File: src/prefix_code_bit_packer_top_assert.svh
// assertion macros for the prefix code bit packer
// used by modules that need clk and arst_n in scope
`ifndef PREFIX_CODE_BIT_PACKER_TOP_ASSERT_SVH
`define PREFIX_CODE_BIT_PACKER_TOP_ASSERT_SVH

// property that must hold whenever the block is out of reset
`define PCBP_ASSERT(label, prop, msg) \
	label: assert property (@(posedge clk) disable iff (!arst_n) (prop)) else $error(msg);

// same-cycle implication
`define PCBP_ASSERT_IMPL(label, ante, cons, msg) \
	label: assert property (@(posedge clk) disable iff (!arst_n) (ante) |-> (cons)) \
		else $error(msg);

// next-cycle implication
`define PCBP_ASSERT_NEXT(label, ante, cons, msg) \
	label: assert property (@(posedge clk) disable iff (!arst_n) (ante) |=> (cons)) \
		else $error(msg);

`endif

File: src/pcbp_pkg.sv
// shared types and constants for the prefix code bit packer
// no dependencies
`timescale 1ns / 1ps

package pcbp_pkg;

	localparam int CODE_W       = 32;
	localparam int LEN_W        = 6;
	localparam int ENTRY_W      = LEN_W + CODE_W;
	localparam int SYM_W        = 8;
	localparam int OP_W         = 2;
	localparam int QUEUE_DEPTH  = 4;

	localparam int MAX_CODE_LEN_DEFAULT = 32;
	localparam int SYMBOL_COUNT_DEFAULT = 256;

	// operation codes; code 3 is ignored
	typedef enum logic [OP_W-1:0] {
		OP_LOAD   = 2'd0,
		OP_ENCODE = 2'd1,
		OP_FLUSH  = 2'd2
	} op_t;

	// one job handed from front to back
	typedef struct packed {
		logic              is_flush;
		logic [LEN_W-1:0]  len;
		logic [CODE_W-1:0] code;   // left aligned, first bit at msb
	} job_t;

	// back end sequencer states
	typedef enum logic {
		BK_IDLE,
		BK_ENC
	} back_state_t;

endpackage

File: src/pcbp_queue.sv
// short job queue between front and back end
// depends on pcbp_pkg and the assertion macro header
`timescale 1ns / 1ps
`include "prefix_code_bit_packer_top_assert.svh"

module pcbp_queue (
	input  logic           clk,
	input  logic           arst_n,
	input  logic           push,
	input  pcbp_pkg::job_t push_job,
	output logic           full,
	input  logic           pop,
	output pcbp_pkg::job_t pop_job,
	output logic           empty
);

	localparam int PW = $clog2(pcbp_pkg::QUEUE_DEPTH);

	pcbp_pkg::job_t  slot_q [pcbp_pkg::QUEUE_DEPTH];
	logic [PW-1:0]   wr_ptr_q;
	logic [PW-1:0]   rd_ptr_q;
	logic [PW:0]     count_q;

	assign full    = count_q == (PW + 1)'(pcbp_pkg::QUEUE_DEPTH);
	assign empty   = count_q == '0;
	assign pop_job = slot_q[rd_ptr_q];

	// storage
	always_ff @(posedge clk) begin
		if (push) begin
			slot_q[wr_ptr_q] <= push_job;
		end
	end

	// pointers and fill level
	always_ff @(posedge clk or negedge arst_n) begin
		if (!arst_n) begin
			wr_ptr_q <= '0;
			rd_ptr_q <= '0;
			count_q  <= '0;
		end else begin
			if (push) begin
				wr_ptr_q <= wr_ptr_q + 1'b1;
			end
			if (pop) begin
				rd_ptr_q <= rd_ptr_q + 1'b1;
			end
			if (push && !pop) begin
				count_q <= count_q + 1'b1;
			end else if (pop && !push) begin
				count_q <= count_q - 1'b1;
			end
		end
	end

	`PCBP_ASSERT(a_no_overflow, !(push && full), "job pushed into a full queue")
	`PCBP_ASSERT(a_no_underflow, !(pop && empty), "job popped from an empty queue")

endmodule

File: config.mk
export PLATFORM = sky130hd
export DESIGN_NAME = pcbp_queue
export DESIGN_NICKNAME = d
export VERILOG_FILES = /design/src/pcbp_pkg.sv /design/src/pcbp_queue.sv
export VERILOG_INCLUDE_DIRS = /design/src /design/src/src
export SDC_FILE = /design/constraint.sdc
export NUM_CORES = 1
export LEC_CHECK = 0
export BUFFER_PORTS_ARGS = -buffer_cell sky130_fd_sc_hd__buf_2
export CORE_AREA = 3 3 104 106
export DETAILED_ROUTE_END_ITERATION = 7
export DIE_AREA = 0 0 107 109
export PLACE_DENSITY_LB_ADDON = 0.3
export SLEW_MARGIN = 20
export SYNTH_ARGS = -nofsm -noshare
export SYNTH_HDL_FRONTEND = slang
export SYNTH_SLANG_ARGS = --single-unit
File: constraint.sdc
create_clock -name clk -period 4.82 [get_ports clk]
set_input_delay 0.964 -clock clk [delete_from_list [all_inputs] [get_ports clk]]
set_output_delay 0.964 -clock clk [all_outputs]
set_load 0.02 [all_outputs]
==> impl_metrics.xml <==
<?xml version="1.0" encoding="UTF-8"?>
<metrics>
  <group name="worst_setup_path">
    <metric name="regToRegStartpoint" unit="">wr_ptr_q[1]$_DFFE_PN0P_</metric>
    <metric name="cp_max_fo" unit="">27</metric>
    <metric name="worst_r2r_dst" unit="">slot_q[1][7]$_DFFE_PP_</metric>
    <metric name="timing.critical_path.slowest_cell_delay" unit="ns">0.67</metric>
    <metric name="critPathRequiredTime" unit="ns">3.86</metric>
    <metric name="setup_slack_of_the_most_critical_reg_to_reg_path" unit="ns">2.90</metric>
    <metric name="worst-path-buf-inv" unit="">2</metric>
    <metric name="critPathKind" unit="">register to output port</metric>
    <metric name="cp.arrival" unit="ns">2.57</metric>
    <metric name="setup.worst_path.start_class" unit="">register</metric>
    <metric name="cpLargestDelayFamily" unit="">buffers and inverters</metric>
    <metric name="worstRegToRegCells" unit="">3</metric>
    <metric name="endpoint_kind" unit="">output port</metric>
    <metric name="cell_breakdown_of_the_critical_path" unit="">buf_4, mux4_1, buf_2</metric>
    <metric name="slowest_stage" unit="">dfrtp_2</metric>
  </group>
  <group name="synthesis">
    <metric name="post_synth_instance_area" unit="sq mm">0.006068</metric>
    <metric name="synthDominantCellAreaShare" unit="">0.7720</metric>
    <metric name="ys_top_cells_by_area" unit="">edfxtp_1 77%, mux4_2 14%, dfrtp_1 2.9%</metric>
    <metric name="synth_cells" unit="">238</metric>
    <metric name="synth_area_per_cell" unit="sq um">25.50</metric>
    <metric name="yosysUniqueCellTypes" unit="">19</metric>
    <metric name="synth.net_count" unit="">287</metric>
    <metric name="synthesized_flop_and_latch_total" unit="">163</metric>
    <metric name="ys_seq_area_frac" unit="">0.8008</metric>
    <metric name="yosysTopAreaCell" unit="">edfxtp_1</metric>
    <metric name="synthesis.yosys.warnings" unit="">0</metric>
  </group>
  <group name="floorplanning">
    <metric name="die_width" unit="um">107</metric>
    <metric name="die_h" unit="um">109</metric>
    <metric name="core.rowCount" unit="">36</metric>
    <metric name="design.die.area" unit="sq mm">0.01166</metric>
    <metric name="initial_utilization" unit="">0.6152</metric>
    <metric name="pin_count" unit="">84</metric>
    <metric name="coreArea" unit="sq mm">0.009864</metric>
  </group>
  <group name="grt">
    <metric name="grt_start_max_net_pins" unit="">41</metric>
    <metric name="grt_pass1_vias" unit="">2949</metric>
    <metric name="track_usage" unit="">0.1959</metric>
    <metric name="globalRoute.totalOverflow" unit="">0</metric>
    <metric name="grt_first_pass_wirelength" unit="mm">16.24</metric>
    <metric name="antenna_found_initial" unit="">0</metric>
  </group>
  <group name="clocking">
    <metric name="cts.repair_timing.setup_buffer_count" unit="">0</metric>
    <metric name="cts.root.buffer_cell" unit="">clkbuf_8</metric>
    <metric name="cts.sink_count" unit="">163</metric>
    <metric name="htree_num_levels" unit="">4</metric>
    <metric name="cts.path.max_buffers" unit="">2</metric>
    <metric name="tritoncts_clock_tree" unit="">yes</metric>
    <metric name="holdBufCountCts" unit="">0</metric>
    <metric name="cts.repair.resized" unit="">0</metric>
    <metric name="clk-insertion-delay-late" unit="ns">0.52</metric>
    <metric name="path_clk_slew" unit="ns">0.07</metric>
    <metric name="tritoncts.num_buffers" unit="">17</metric>
  </group>
  <group name="timing">
    <metric name="finalClockSkew" unit="ns">0.01103</metric>
    <metric name="worst_margin_slew" unit="ns">1.055</metric>
    <metric name="setup-violations-final" unit="">0</metric>
    <metric name="maximum_operating_frequency" unit="MHz">282.6</metric>
    <metric name="timing.max_slew.rel_slack" unit="">0.2969</metric>
    <metric name="timing.final.crit_share" unit="">0.7341</metric>
    <metric name="setup_repair_after_global_routing_missed_its_margin" unit="">false</metric>
    <metric name="timing.final.hold_violations" unit="">0</metric>
    <metric name="final_hold_slack" unit="ns">0.2646</metric>
    <metric name="setup-tns-final" unit="ns">0</metric>
    <metric name="final_max_slew_viol_count" unit="">0</metric>
    <metric name="finalCriticalPeriod" unit="ns">3.538</metric>
  </group>
  <group name="worst_hold_path">
    <metric name="min_path_type" unit="">primary input to asynchronous set/reset pin</metric>
  </group>
  <group name="final_layout">
    <metric name="layout-drive-gt1-share" unit="">0.4551</metric>
    <metric name="layout-area-overhead-vs-synth" unit="%">17.57</metric>
    <metric name="instances_no_fill" unit="">478</metric>
    <metric name="diodes" unit="">0</metric>
    <metric name="final_net_count" unit="">381</metric>
    <metric name="nFillCells" unit="">581</metric>
    <metric name="final_instance_area" unit="sq mm">0.007134</metric>
  </group>
  <group name="route">
    <metric name="drc_errors" unit="">0</metric>
    <metric name="detailedRoute.firstIterationViolations" unit="">110</metric>
    <metric name="routedWlPerCell" unit="um">21.90</metric>
    <metric name="wl" unit="mm">10.47</metric>
    <metric name="vias" unit="">2725</metric>
    <metric name="routed_via_density" unit="">5.701</metric>
    <metric name="antenna_violating_nets_post_route" unit="">0</metric>
    <metric name="1st_pass_router_iterations" unit="">4</metric>
  </group>
  <group name="power">
    <metric name="cellLeakagePower" unit="uW">0.002494</metric>
    <metric name="p_total" unit="uW">4613</metric>
    <metric name="power_density" unit="mW/mm^2">646.6</metric>
    <metric name="maximum_ir_drop_on_the_vdd_rail" unit="mV">0.3311</metric>
  </group>
  <group name="placed_design">
    <metric name="placed_cell_area" unit="sq mm">0.006554</metric>
    <metric name="port_buffers" unit="">83</metric>
    <metric name="gp_routability_congestion" unit="">0.6705</metric>
    <metric name="dp.final_hpwl" unit="mm">5.924</metric>
    <metric name="dp_cells" unit="">446</metric>
  </group>
  <group name="status">
    <metric name="run_status" unit="">finished, final reports clean</metric>
  </group>
  <group name="flow_run">
    <metric name="number_of_max_capacitance_violations_reported" unit="">0</metric>
  </group>
</metrics>
-- how the worst max path moves through the flow --
stage / endpoint / startpoint / cells past startpoint
after floorplan: slot_q[0][0]$_DFFE_PP_ / push / 1
after global routing: pop_job[34] / rd_ptr_q[0]$_DFFE_PN0P_ / 3
after CTS: pop_job[34] / rd_ptr_q[0]$_DFFE_PN0P_ / 3
after detailed placement: pop_job[34] / rd_ptr_q[0]$_DFFE_PN0P_ / 3
final: pop_job[34] / rd_ptr_q[0]$_DFFE_PN0P_ / 3
after global placement: pop_job[34] / rd_ptr_q[0]$_DFFE_PN0P_ / 3
-- cell usage in the layout (no fill, tap or decap), drive strengths merged, types with 2 or more instances in the layout --
cell type	n
nand2	2
inv	5
xor2	4
bufinv	3
edfxtp	156
dfrtp	7
xnor2	2
clkinv	8
mux4	39
clkbuf	19
and2	4
ha	5
buf	84
-- power by group --
part	internal (uW)	switching [uW]	leakage, uW
clock network	788	511	0.000281
logic	548	714	0.000700
registers	1860	186	0.00151
-- worst reg2reg max path, delay by kind of cell (launching register included) --
| family | cells | cell delay (ns) |
|---|---|---|
| adder cells (fa/ha/maj) | 1 | 0.15 |
| buffers and inverters | 1 | 0.11 |
| flip-flops | 1 | 0.40 |
| AND/OR/NAND/NOR | 1 | 0.84 |
-- per-layer routing --
layer | wire, um | up-vias | GRT usage
met5 | 0 | - | 0
met1 | 4355 | 1437 | 0.2502
met4 | 124 | 0 | 0.08037
met3 | 466 | 12 | 0.05151
met2 | 5520 | 77 | 0.3260
li1 | - | 1199 | -
-- sequential cells by signal, summed over array words and instances (netlist names) --
register and cells:
count_q 3, slot_q 156, wr_ptr_q 2, rd_ptr_q 2
-- synthesized netlist by cell type --
cell	instances
buf_2	4
xnor2_1	2
fa_1	1
xor2_1	4
mux2_2	1
nor3b_1	1
buf_12	4
ha_1	5
edfxtp_1	156
inv_1	4
buf_6	1
and2_1	4
mux4_1	1
dfrtp_1	7
nand2_1	2
nor3_1	1
o21ai_0	1
nor2_1	1
mux4_2	38
-- cells by family (layout without fill, tap and decap cells) --
logic type	count (synthesis)	after routing	synth area share
mux	40	40	0.1472
simple gates	9	9	0.008040
buf+inv	13	120	0.02082
compound gates	1	1	0.0008240
xor+xnor	6	6	0.008660
fa+ha+maj	6	6	0.01361
flops	163	163	0.8008
-- stage by stage --
stage                     setup slack [ns]  utilization
final                                1.282       0.7232
after global routing                 1.079       0.7232
after CTS                            1.179       0.7232
after detailed placement             1.763       0.6644
after global placement               1.755       0.6644
after floorplan                      2.506            -
-- area by class of cell --
cell class,count,area [sq um],area share
multi-input cells,62,1087,0.1524
repair buffers,84,422.9,0.05928
clock inverters,13,158.9,0.02227
flip-flops and latches,163,4862,0.6815
well taps,133,166.4,0.02333
clock buffers,19,421.7,0.05910
inverters,4,15.01,0.002105
(Power assumes the default switching activity.)
