**src/prefix_code_bit_packer_top_assert.svh**
```systemverilog
// assertion macros for the prefix code bit packer
// used by modules that need clk and arst_n in scope
`ifndef PREFIX_CODE_BIT_PACKER_TOP_ASSERT_SVH
`define PREFIX_CODE_BIT_PACKER_TOP_ASSERT_SVH

// property that must hold whenever the block is out of reset
`define PCBP_ASSERT(label, prop, msg) \
	label: assert property (@(posedge clk) disable iff (!arst_n) (prop)) else $error(msg);

// same-cycle implication
`define PCBP_ASSERT_IMPL(label, ante, cons, msg) \
	label: assert property (@(posedge clk) disable iff (!arst_n) (ante) |-> (cons)) \
		else $error(msg);

// next-cycle implication
`define PCBP_ASSERT_NEXT(label, ante, cons, msg) \
	label: assert property (@(posedge clk) disable iff (!arst_n) (ante) |=> (cons)) \
		else $error(msg);

`endif

```
**src/pcbp_pkg.sv**
```systemverilog
// shared types and constants for the prefix code bit packer
// no dependencies
`timescale 1ns / 1ps

package pcbp_pkg;

	localparam int CODE_W       = 32;
	localparam int LEN_W        = 6;
	localparam int ENTRY_W      = LEN_W + CODE_W;
	localparam int SYM_W        = 8;
	localparam int OP_W         = 2;
	localparam int QUEUE_DEPTH  = 4;

	localparam int MAX_CODE_LEN_DEFAULT = 32;
	localparam int SYMBOL_COUNT_DEFAULT = 256;

	// operation codes; code 3 is ignored
	typedef enum logic [OP_W-1:0] {
		OP_LOAD   = 2'd0,
		OP_ENCODE = 2'd1,
		OP_FLUSH  = 2'd2
	} op_t;

	// one job handed from front to back
	typedef struct packed {
		logic              is_flush;
		logic [LEN_W-1:0]  len;
		logic [CODE_W-1:0] code;   // left aligned, first bit at msb
	} job_t;

	// back end sequencer states
	typedef enum logic {
		BK_IDLE,
		BK_ENC
	} back_state_t;

endpackage

```
**src/pcbp_back.sv**
```systemverilog
// back end: packs code bits into bytes and drives the output register
// depends on pcbp_pkg and the assertion macro header
`timescale 1ns / 1ps
`include "prefix_code_bit_packer_top_assert.svh"

module pcbp_back (
	input  logic                         clk,
	input  logic                         arst_n,
	input  logic                         empty,
	input  pcbp_pkg::job_t               pop_job,
	output logic                         pop,
	output logic                         byte_valid,
	input  logic                         byte_stall,
	output logic [7:0]                   out_byte,
	output logic                         last
);

	pcbp_pkg::back_state_t        state_q;
	pcbp_pkg::back_state_t        state_d;
	logic [7:0]                   partial_q;
	logic [2:0]                   bitpos_q;
	logic [pcbp_pkg::CODE_W-1:0]  code_q;
	logic [pcbp_pkg::LEN_W-1:0]   rem_q;
	logic                         out_valid_q;
	logic [7:0]                   out_byte_q;
	logic                         last_q;

	logic                         out_free;
	logic [3:0]                   avail;
	logic [3:0]                   take;
	logic [7:0]                   partial_new;
	logic                         byte_done;
	logic                         load_job;
	logic                         step;
	logic                         do_flush;
	logic                         emit;
	logic [7:0]                   emit_byte;
	logic                         emit_last;

	assign out_free = !out_valid_q || !byte_stall;

	// one packing step: fill the partial byte from the top of the code
	always_comb begin
		avail       = {1'b0, bitpos_q} + 4'd1;
		take        = (rem_q < pcbp_pkg::LEN_W'(avail)) ? rem_q[3:0] : avail;
		partial_new = partial_q | (code_q[pcbp_pkg::CODE_W-1 -: 8] >> (3'd7 - bitpos_q));
		byte_done   = take == avail;
	end

	// sequencer
	always_comb begin
		state_d   = state_q;
		pop       = 1'b0;
		load_job  = 1'b0;
		step      = 1'b0;
		do_flush  = 1'b0;
		emit      = 1'b0;
		emit_byte = partial_new;
		emit_last = 1'b0;
		unique case (state_q)
			pcbp_pkg::BK_IDLE: begin
				if (!empty) begin
					if (!pop_job.is_flush) begin
						pop      = 1'b1;
						load_job = 1'b1;
						state_d  = pcbp_pkg::BK_ENC;
					end else if (out_free) begin
						pop       = 1'b1;
						do_flush  = bitpos_q != 3'd7;
						emit      = do_flush;
						emit_byte = partial_q;
						emit_last = 1'b1;
					end
				end
			end
			pcbp_pkg::BK_ENC: begin
				if (!byte_done || out_free) begin
					step = 1'b1;
					emit = byte_done;
					if (rem_q == pcbp_pkg::LEN_W'(take)) begin
						state_d = pcbp_pkg::BK_IDLE;
					end
				end
			end
			default: begin
				state_d = pcbp_pkg::BK_IDLE;
			end
		endcase
	end

	always_ff @(posedge clk or negedge arst_n) begin
		if (!arst_n) begin
			state_q <= pcbp_pkg::BK_IDLE;
		end else begin
			state_q <= state_d;
		end
	end

	// accumulator and current code
	always_ff @(posedge clk or negedge arst_n) begin
		if (!arst_n) begin
			partial_q <= 8'd0;
			bitpos_q  <= 3'd7;
			rem_q     <= '0;
		end else if (load_job) begin
			rem_q <= pop_job.len;
		end else if (do_flush) begin
			partial_q <= 8'd0;
			bitpos_q  <= 3'd7;
		end else if (step) begin
			rem_q <= rem_q - pcbp_pkg::LEN_W'(take);
			if (byte_done) begin
				partial_q <= 8'd0;
				bitpos_q  <= 3'd7;
			end else begin
				partial_q <= partial_new;
				bitpos_q  <= bitpos_q - take[2:0];
			end
		end
	end

	always_ff @(posedge clk) begin
		if (load_job) begin
			code_q <= pop_job.code;
		end else if (step) begin
			code_q <= code_q << take;
		end
	end

	// output register, takes a new byte whenever the old one is gone
	always_ff @(posedge clk or negedge arst_n) begin
		if (!arst_n) begin
			out_valid_q <= 1'b0;
		end else if (emit) begin
			out_valid_q <= 1'b1;
		end else if (!byte_stall) begin
			out_valid_q <= 1'b0;
		end
	end

	always_ff @(posedge clk) begin
		if (emit) begin
			out_byte_q <= emit_byte;
			last_q     <= emit_last;
		end
	end

	assign byte_valid = out_valid_q;
	assign out_byte   = out_byte_q;
	assign last       = last_q;

	`PCBP_ASSERT_IMPL(a_empty_acc_clear, bitpos_q == 3'd7, partial_q == 8'd0, "partial byte not clear")
	`PCBP_ASSERT_IMPL(a_enc_has_bits, state_q == pcbp_pkg::BK_ENC, rem_q != '0, "encoding with no bits left")
	`PCBP_ASSERT_NEXT(a_emit_lands, emit, out_valid_q, "emitted byte did not reach the output")

endmodule

```
**config.mk**
```make
export PLATFORM = sky130hd
export DESIGN_NAME = pcbp_back
export DESIGN_NICKNAME = d
export VERILOG_FILES = /design/src/pcbp_pkg.sv /design/src/pcbp_back.sv
export VERILOG_INCLUDE_DIRS = /design/src /design/src/src
export SDC_FILE = /design/constraint.sdc
export NUM_CORES = 1
export LEC_CHECK = 0
export ABC_CLOCK_PERIOD_IN_PS = 4400
export BUFFER_PORTS_ARGS = -buffer_cell sky130_fd_sc_hd__buf_4
export CAP_MARGIN = 20
export CELL_PAD_IN_SITES_DETAIL_PLACEMENT = 1
export CELL_PAD_IN_SITES_GLOBAL_PLACEMENT = 1
export CORE_MARGIN = 2
export CORE_UTILIZATION = 42
export DETAILED_ROUTE_END_ITERATION = 6
export GPL_TIMING_DRIVEN = 0
export PLACE_DENSITY_LB_ADDON = 0.25
export SKIP_LAST_GASP = 1
export SYNTH_ARGS = -nofsm -noshare
export SYNTH_HDL_FRONTEND = slang
export SYNTH_SLANG_ARGS = --single-unit
```
**constraint.sdc**
```tcl
create_clock -name clk -period 4.4 [get_ports clk]
set_input_delay 0.44 -clock clk [delete_from_list [all_inputs] [get_ports clk]]
set_output_delay 0.44 -clock clk [all_outputs]
set_load 0.05 [all_outputs]
```
==> results of run 1 <==
[cells in the final DEF, fill, tap and decap left out, types with 10 or more instances in the layout]
cell,synthesis,final
mux2i_1,85,85
buf_4,6,60
edfxtp_1,41,41
nand2_1,38,38
nor2_1,32,32
a21oi_1,29,28
o21ai_0,23,23
dfrtp_1,16,16
inv_1,12,12
o21a_1,12,12
clkbuf_1,13,10
[worst min-delay path, delay by kind of cell]
family,cells,cell delay [ns]
simple gates,1,0.03
buf+inv,1,0.07
compound gates,1,0.05
[how the worst max path moves through the flow]
stage               depth (start not counted)  slack [ns]   startpoint           end
finish                                     16        0.19  bitpos_q[2]  partial_q[5]
global placement                           15       -0.53  bitpos_q[2]    code_q[14]
global route                               16       -0.01  bitpos_q[2]  partial_q[5]
floorplan                                  15        0.38  bitpos_q[2]     code_q[0]
detailed placement                         15       -0.69  bitpos_q[2]    code_q[19]
CTS                                        16        0.12  bitpos_q[2]  partial_q[5]
[cell type report]
type                            instances  share of cell area [%]
Clock buffer                            9                    2.24
Buffer                                 30                    3.62
Multi-Input combinational cell        373                    50.2
Clock inverter                          7                    1.20
Sequential cell                        60                    30.9
Timing Repair Buffer                   56                    7.65
Tap cell                              140                    3.17
Inverter                               13                   0.973
[cell families after synthesis]
logic type                 Yosys count  synth area share, %
and+or+nand+nor                    117                 12.3
DFF                                 60                 36.2
muxes                               94                 20.2
buffers and inverters               46                 5.53
xor gates and xnor gates             8                 1.64
adders and majority gates            9                 2.38
AOI/OAI and AO/OA                  144                 21.7
[sequential cells by signal, indices dropped and copies added (netlist names)]
signal      flops
partial_q       8
out_byte        8
rem_q           6
last            1
bitpos_q        3
code_q         32
state_q         1
byte_valid      1
[timing repair]
action	4_1_cts	5_1_grt
setup endpoints to repair	59	49
gates cloned	1	0
pin swaps	1	0
hold endpoints to repair	16	0
hold buffers	1	0
setup buffers	1	1
gates resized for setup	3	4
[per-layer routing]
layer	GRT usage, %	share of wire, %
met1	32.3	43
met4	11.4	3.5
met3	4.29	3.6
met2	45.4	50
met5	0	0
[per-stage QoR]
stage | setup TNS [ns] | cell area, sq um
2_1_floorplan | 0 | 4720
3_3_place_gp | -21.71 | 5300
3_5_place_dp | -31.49 | 5300
4_1_cts | 0 | 5510
5_1_grt | -0.0101 | 5530
6_report | 0 | 5530
==> results.sh, run 1 <==
export IMPL_path_delay_family="simple AND/OR/NAND/NOR gates"
export IMPL_fin_crit_ns=4.21
export IMPL_status="completed"
export IMPL_place_inst=671
export IMPL_syn2layout_area_growth_pct=17.0
export IMPL_yosysTopAreaCellShare_pct=26.1
export IMPL_port_buffers=53
export IMPL_cp_slowest_cell="dfstp_2"
export IMPL_crit_chain="nand2_1, nor2_1, inv_1, ha_2, nand3b_1, and2_2, o221ai_4, buf_6, buf_4, ha_1, o31ai_1, a21oi_2, or2_1, buf_2, a31oi_1, nor2_1"
export IMPL_antenna_left=0
export IMPL_grt_pass1_vias=4453
export IMPL_setup_viol=0
export IMPL_ys_top_cells_by_count="mux2i_1, edfxtp_1, nand2_1"
export IMPL_fp_coreArea_sq_mm=0.0109
export IMPL_critical_path_top_cell_by_count="nor2_1"
export IMPL_syn_inst=478
export IMPL_cp_num_buf_inv=4
export IMPL_grt_pass1_wl_microns=23900
export IMPL_die_w_microns=110
export IMPL_skew_ns=0.0121
export IMPL_slew_viol_final=0
export IMPL_syn_cell_area_sq_mm=0.00472
export IMPL_path_class="reg2reg"
export IMPL_multi_input_area_sq_mm=0.00278
export IMPL_vias=4112
export IMPL_yosysMostFrequentCell="mux2i_1"
export IMPL_tightest_slew_ns=1.08
export IMPL_cts_buffers=9
export IMPL_r2r_cells=16
export IMPL_max_cap_viol_count=0
export IMPL_cts_tree="done"
export IMPL_die_h_microns=110
export IMPL_gp_congestion=0.906
export IMPL_ys_seq_area_share_pct=36.2
export IMPL_syn_avg_cell_area_sq_um=9.88
export IMPL_reg2reg_slack_ns=0.19
export IMPL_antenna_found_initial=0
export IMPL_initial_core_util_pct=43.4
export IMPL_endpoint_kind="register"
export IMPL_synth_top_flop_cell="edfxtp_1"
export IMPL_clk_pin_slew_ns=0.08
export IMPL_ys_seq_elements=60
export IMPL_cts_root_buffer="clkbuf_8"
export IMPL_fin_ws_ns=0.192
export IMPL_r2r_start="bitpos_q[2]"
export IMPL_wirelength_microns=15100
export IMPL_drc=0
export IMPL_r2r_end="partial_q[5]"
export IMPL_synth_edf_count=41
export IMPL_syn_nets=530
export IMPL_dieArea_sq_mm=0.0121
export IMPL_clock_sinks=60
export IMPL_cp_start_kind="register"
export IMPL_rows=38
export IMPL_grt_max_degree=20
export IMPL_hpwl_microns=11200
export IMPL_fin_crit_sh_pct=95.6
export IMPL_final_cells=688
export IMPL_drive_gt1_share_pct=23.7
export IMPL_dr_pass1_iters=5
export IMPL_pin_count=54
export IMPL_worstSkewPairLatency_ns=0.37
export IMPL_num_fill_cells=1253
export IMPL_diodes=0
export IMPL_drtIter0Drc=181
export IMPL_wire_per_inst_microns=21.9
export IMPL_vias_per_cell=5.98
export IMPL_critPathRequiredTime_ns=4.64
export IMPL_yosys_area_top_type="edfxtp_1"
export IMPL_synth_warning_count=0
export IMPL_cts_path_max_buffers=2
export IMPL_crit_arrival_ns=4.45
export IMPL_htreeDepth=3
export IMPL_fmax_mhz=238
export IMPL_min_to="rem_q[2]"
export IMPL_hold_start="pop_job[34]"
export IMPL_fin_util_pct=50.8
export IMPL_yosys_top_cells_area="edfxtp_1, mux2i_1, dfrtp_1, a21oi_1, nand2_1"
export IMPL_hold_slack_ns=0.270
export IMPL_nets=595
export IMPL_globalRouteTotalUtil_pct=26.3
export IMPL_max_stage_delay_ns=0.63
export IMPL_place_ws_ns=-0.691
export IMPL_hp_class="in2reg"
export IMPL_finalHoldViolCount=0
export IMPL_holdPathStages=3
export IMPL_relSlewSlack_pct=27.8
export IMPL_register_area_sq_mm=0.00171
export IMPL_async_flop_share_pct=31.7
export IMPL_critPathMaxFanout=11
export IMPL_yosys_cell_types_count=67
export IMPL_grt_overflow=0
Power of run 1 is not shown: default switching activity piles up to over one toggle a cycle in this logic, so the estimate is an artifact.
==> run 2: changes to the inputs <==
Settings changed: BUFFER_PORTS_ARGS -buffer_cell sky130_fd_sc_hd__buf_4 to -buffer_cell sky130_fd_sc_hd__buf_2.
==> results.sh, run 2 (same netlist as run 1, synthesis figures left out) <==
export IMPL_cts_root_buffer="clkbuf_8"
export IMPL_dieArea_sq_mm=0.0121
export IMPL_wire_per_inst_microns=22.0
export IMPL_grt_overflow=0
export IMPL_final_common_cell="mux2i_1"
export IMPL_grt_max_degree=20
export IMPL_syn2layout_area_growth_pct=13.8
export IMPL_clk_pin_slew_ns=0.09
export IMPL_wirelength_microns=15100
export IMPL_r2r_start="bitpos_q[1]"
export IMPL_fin_crit_sh_pct=92.6
export IMPL_setup_viol=0
export IMPL_max_stage_delay_ns=0.63
export IMPL_cts_tree="done"
export IMPL_cp_start_kind="register"
export IMPL_pin_count=54
export IMPL_clock_sinks=60
export IMPL_rsz0062_at_grt="no"
export IMPL_placed_area_sq_mm=0.00516
export IMPL_max_cap_viol_count=0
export IMPL_antenna_found_initial=0
export IMPL_endpoint_kind="register"
export IMPL_fin_crit_ns=4.07
export IMPL_top_register="code_q"
export IMPL_finalHoldViolCount=0
export IMPL_path_class="reg2reg"
export IMPL_dr_pass1_iters=4
export IMPL_vias=4162
export IMPL_r2r_end="partial_q[2]"
export IMPL_initial_core_util_pct=43.4
export IMPL_mostFrequentLayoutCells="mux2i_1, buf_2, edfxtp_1, nand2_1, nor2_1"
export IMPL_crit_chain="ha_1, inv_1, ha_1, o21a_1, o2111a_1, buf_6, o221ai_4, buf_6, buf_4, ha_1, o31ai_1, a21oi_2, or2_1, buf_2, a21oi_1, nor2_1"
export IMPL_critPathRequiredTime_ns=4.64
export IMPL_die_w_microns=110
export IMPL_port_buffers=53
export IMPL_slew_viol_final=0
export IMPL_gp_congestion=0.884
export IMPL_reg2reg_slack_ns=0.33
export IMPL_critPathMaxFanout=11
export IMPL_antenna_left=0
export IMPL_drive_gt1_share_pct=23.7
export IMPL_postCtsHoldBufs=0
export IMPL_vias_per_cell=6.05
export IMPL_grt_pass1_vias=4482
export IMPL_drtIter0Drc=280
export IMPL_fin_area_sq_mm=0.00538
export IMPL_cp_num_buf_inv=5
export IMPL_largest_reg_flops=32
export IMPL_cp_slowest_cell="dfstp_2"
export IMPL_rows=38
export IMPL_setup_tns_ns=0
export IMPL_globalRouteTotalUtil_pct=26.7
export IMPL_diodes=0
export IMPL_cts_buffers=9
export IMPL_fin_util_pct=49.4
export IMPL_critical_path_top_cell_by_count="ha_1"
export IMPL_cts_path_max_buffers=2
export IMPL_skew_ns=0.0107
export IMPL_drc=0
export IMPL_fmax_mhz=246
export IMPL_hpwl_microns=11200
export IMPL_grt_pass1_wl_microns=24100
export IMPL_path_delay_family="compound AO/OA/AOI/OAI gates"
export IMPL_htreeDepth=3
export IMPL_status="completed"
export IMPL_tightest_slew_ns=0.797
export IMPL_r2r_cells=16
export IMPL_relSlewSlack_pct=46.5
export IMPL_nets=595
export IMPL_crit_arrival_ns=4.32
export IMPL_fp_coreArea_sq_mm=0.0109
export IMPL_hp_class="in2async"
export IMPL_worstSkewPairLatency_ns=0.37
export IMPL_die_h_microns=110
-- run 2: changes by cell type in the layout (fill, tap and decap cells not counted), sizes merged --
cell and delta:
clkinvlp +2, bufinv -1, buf +1, dlygate4sd3 -1, clkinv -1
-- run 2: cell type report --
type / count / area [sq um]
multi-input combinational: 373 / 2770
clock inverter: 7 / 51.3
tap: 140 / 175
buffer: 30 / 203
sequential: 60 / 1710
clock buffer: 9 / 124
timing repair buffer: 56 / 292
inverter: 13 / 53.8
fill: 1257 / 5510
-- run 2: metrics by stage --
step	setup WS, ns	hold WS [ns]	instances
after floorplan	0.380	0.144	478
after global placement	-0.540	0.429	671
after detailed placement	-0.668	0.439	671
after CTS	0.170	0.0382	686
after global routing	0.0625	0.0585	688
final	0.327	0.0175	688
-- run 2: routing by layer --
metal | part of all wire (%) | track usage [%] | vias to the layer above | wire length, microns
met2 | 49 | 45.8 | 104 | 7450
met3 | 3.6 | 4.23 | 38 | 551
li1 | - | - | 1941 | -
met5 | 0 | 0 | - | 0
met1 | 44 | 33.0 | 2079 | 6610
met4 | 3.4 | 11.6 | 0 | 511
-- run 2: worst max path at each step --
stage / startpoint / to / cells after the start / slack, ns
2_1_floorplan: bitpos_q[2] / code_q[0] / 15 / 0.38
3_5_place_dp: bitpos_q[2] / code_q[19] / 15 / -0.67
5_1_grt: bitpos_q[1] / partial_q[5] / 16 / 0.06
4_1_cts: bitpos_q[2] / partial_q[2] / 16 / 0.17
6_report: bitpos_q[1] / partial_q[2] / 16 / 0.33
3_3_place_gp: bitpos_q[2] / code_q[28] / 15 / -0.54
-- run 2: timing repair --
| item | CTS | global route |
|---|---|---|
| buffers inserted | 1 | 1 |
| cloned | 1 | 0 |
| pin swaps | 1 | 0 |
| resized for setup | 4 | 2 |
| endpoints found under the setup margin | 56 | 46 |
| hold endpoints to repair | 0 | 0 |
Power of run 2 is left out for the same reason.
==> run 3: changes to the inputs <==
--- a/config.mk
+++ b/config.mk
@@ -7,5 +7,5 @@
 export NUM_CORES = 1
 export LEC_CHECK = 0
-export ABC_CLOCK_PERIOD_IN_PS = 4400
+export ABC_CLOCK_PERIOD_IN_PS = 3500
 export BUFFER_PORTS_ARGS = -buffer_cell sky130_fd_sc_hd__buf_2
 export CAP_MARGIN = 20
@@ -17,4 +17,5 @@
 export GPL_TIMING_DRIVEN = 0
 export PLACE_DENSITY_LB_ADDON = 0.25
+export RECOVER_POWER = 50
 export SKIP_LAST_GASP = 1
 export SYNTH_ARGS = -nofsm -noshare
==> constraint.sdc (replaced) <==
create_clock -name clk -period 3.5 [get_ports clk]
set_input_delay 0.35 -clock clk [delete_from_list [all_inputs] [get_ports clk]]
set_output_delay 0.35 -clock clk [all_outputs]
set_load 0.01 [all_outputs]
==> results.sh, run 3 (same netlist as run 1, synthesis figures left out) <==
export IMPL_status="finished with violations"
export IMPL_violations="negative setup slack"
export IMPL_worstSkewPairLatency_ns=0.38
export IMPL_dr_max_layer_used="met4"
export IMPL_largest_reg_flops=32
export IMPL_wirelength_microns=16600
export IMPL_crit_cells=21
export IMPL_cts_tree="done"
export IMPL_top_register="code_q"
export IMPL_cp_slowest_cell="dfstp_2"
export IMPL_grt_overflow=0
export IMPL_setup_viol=2
export IMPL_fin_ws_ns=-0.0202
export IMPL_crit_arrival_ns=3.82
export IMPL_cts_path_max_buffers=2
export IMPL_rows=38
export IMPL_gp_congestion=0.871
export IMPL_die_w_microns=110
export IMPL_fp_coreArea_sq_mm=0.0109
export IMPL_antenna_left=0
export IMPL_path_class="reg2reg"
export IMPL_cts_root_buffer="clkbuf_8"
export IMPL_max_cap_viol_count=0
export IMPL_die_h_microns=110
export IMPL_critPathLaunch="bitpos_q[0]"
export IMPL_skew_ns=0.0149
export IMPL_hold_slack_ns=0.179
export IMPL_clk_pin_slew_ns=0.08
export IMPL_vias_per_cell=6.10
export IMPL_antenna_found_initial=0
export IMPL_critPathCapture="rem_q[3]"
export IMPL_fin_crit_ns=3.52
export IMPL_rsz0062_at_grt="yes"
export IMPL_globalRouteTotalUtil_pct=27.5
export IMPL_cp_num_buf_inv=12
export IMPL_critPathRequiredTime_ns=3.80
export IMPL_critical_path_top_cell_by_count="buf_4"
export IMPL_hpwl_microns=11000
export IMPL_met2_length_microns=8220
export IMPL_syn2layout_area_growth_pct=24.2
export IMPL_final_common_cell="mux2i_1"
export IMPL_port_buffers=53
export IMPL_met1Wirelength_microns=6800
export IMPL_fin_crit_sh_pct=101
export IMPL_cts_buffers=9
export IMPL_dieArea_sq_mm=0.0121
export IMPL_diodes=0
export IMPL_drtIter0Drc=321
export IMPL_cp_start_kind="register"
export IMPL_grt_pass1_vias=4611
export IMPL_clock_sinks=60
export IMPL_finalHoldViolCount=0
export IMPL_setup_tns_ns=-0.0394
export IMPL_max_stage_delay_ns=0.56
export IMPL_dr_pass1_iters=5
export IMPL_critPathMaxFanout=5
export IMPL_endpoint_kind="register"
export IMPL_grt_max_degree=20
export IMPL_tightest_slew_ns=1.22
export IMPL_relSlewSlack_pct=18.4
export IMPL_crit_chain="buf_8, clkinvlp_4, nor2_4, inv_2, ha_4, nand3b_1, buf_4, buf_4, buf_4, buf_4, buf_4, buf_4, buf_4, buf_4, buf_4, nand3_2, o22ai_2, nor3_2, xnor2_1, mux2i_1, o21ai_1"
export IMPL_reg2reg_slack_ns=-0.02
export IMPL_num_fill_cells=1235
export IMPL_vias=4392
export IMPL_fmax_mhz=284
export IMPL_drc=0
export IMPL_r2r_cells=21
export IMPL_path_delay_family="buffers and inverters"
export IMPL_mostFrequentLayoutCells="mux2i_1, buf_2, edfxtp_1, nand2_1, buf_4"
export IMPL_nets=627
export IMPL_wire_per_inst_microns=23.0
export IMPL_initial_core_util_pct=43.4
export IMPL_r2r_start="bitpos_q[0]"
export IMPL_wl_met3_microns=930
export IMPL_pin_count=54
export IMPL_slew_viol_final=0
export IMPL_hp_class="in2reg"
export IMPL_r2r_end="rem_q[3]"
export IMPL_htreeDepth=3
export IMPL_drive_gt1_share_pct=30.2
export IMPL_grt_pass1_wl_microns=24500
[run 3: cell count changes in the layout (fill, tap and decap cells not counted), moves of 5 or more]
| cell | previous run | this run |
|---|---|---|
| buf_2 | 59 | 43 |
| clkbuf_1 | 10 | 23 |
| ha_1 | 9 | 4 |
| buf_4 | 8 | 34 |
[run 3: worst reg2reg max path: stages, from the launching register on]
cell and delay, ns:
dfstp_2 0.56, buf_8 0.12, clkinvlp_4 0.10, nor2_4 0.13, inv_2 0.05, ha_4 0.28, nand3b_1 0.21, buf_4 0.22
buf_4 0.13, buf_4 0.13, buf_4 0.12, buf_4 0.12, buf_4 0.13, buf_4 0.12, buf_4 0.13, buf_4 0.13
nand3_2 0.07, o22ai_2 0.09, nor3_2 0.16, xnor2_1 0.19, mux2i_1 0.11, o21ai_1 0.14
[run 3: repair_timing]
action	CTS	global route
hold buffers	1	0
pin swaps	2	16
resized for setup	20	32
gates cloned	3	0
setup endpoints to repair	65	82
setup buffers	15	15
endpoints found under the hold margin	16	0
[run 3: layout make-up]
type                       instances  area [sq um]  area share [%]
timing repair buffer              85           505            8.62
buffer                            31           263            4.48
clock buffer                      12           145            2.47
multi-input combinational        375          2940            50.1
clock inverter                     4          72.6            1.24
tap                              140           175            2.99
sequential                        60          1710            29.2
inverter                          13          57.6           0.981
[run 3: stage by stage]
stage,instances,worst slack (ns),cell area [sq um],util (%)
finish,720,-0.0202,5870,53.9
global route,720,-0.128,5870,53.9
CTS,704,0.0120,5650,51.9
detailed placement,671,-0.707,5230,48.0
global placement,671,-0.654,5230,48.0
floorplan,478,0.00139,4790,-
[run 3: worst min-delay path by stage]
stage,from,to,slack [ns],cells past startpoint
CTS,pop_job[36],rem_q[4],0.15,3
floorplan,arst_n,byte_valid,0.05,0
global placement,arst_n,rem_q[1],0.34,1
detailed placement,arst_n,rem_q[1],0.34,1
finish,pop_job[36],rem_q[4],0.18,3
global route,pop_job[32],rem_q[0],0.18,3
[run 3: routing by layer]
| layer | up-vias | GRT usage [%] |
|---|---|---|
| met5 | - | 0 |
| li1 | 2002 | - |
| met1 | 2182 | 31.9 |
| met4 | 0 | 16.9 |
| met2 | 167 | 46.6 |
| met3 | 41 | 5.17 |
Power of run 3 is left out for the same reason.
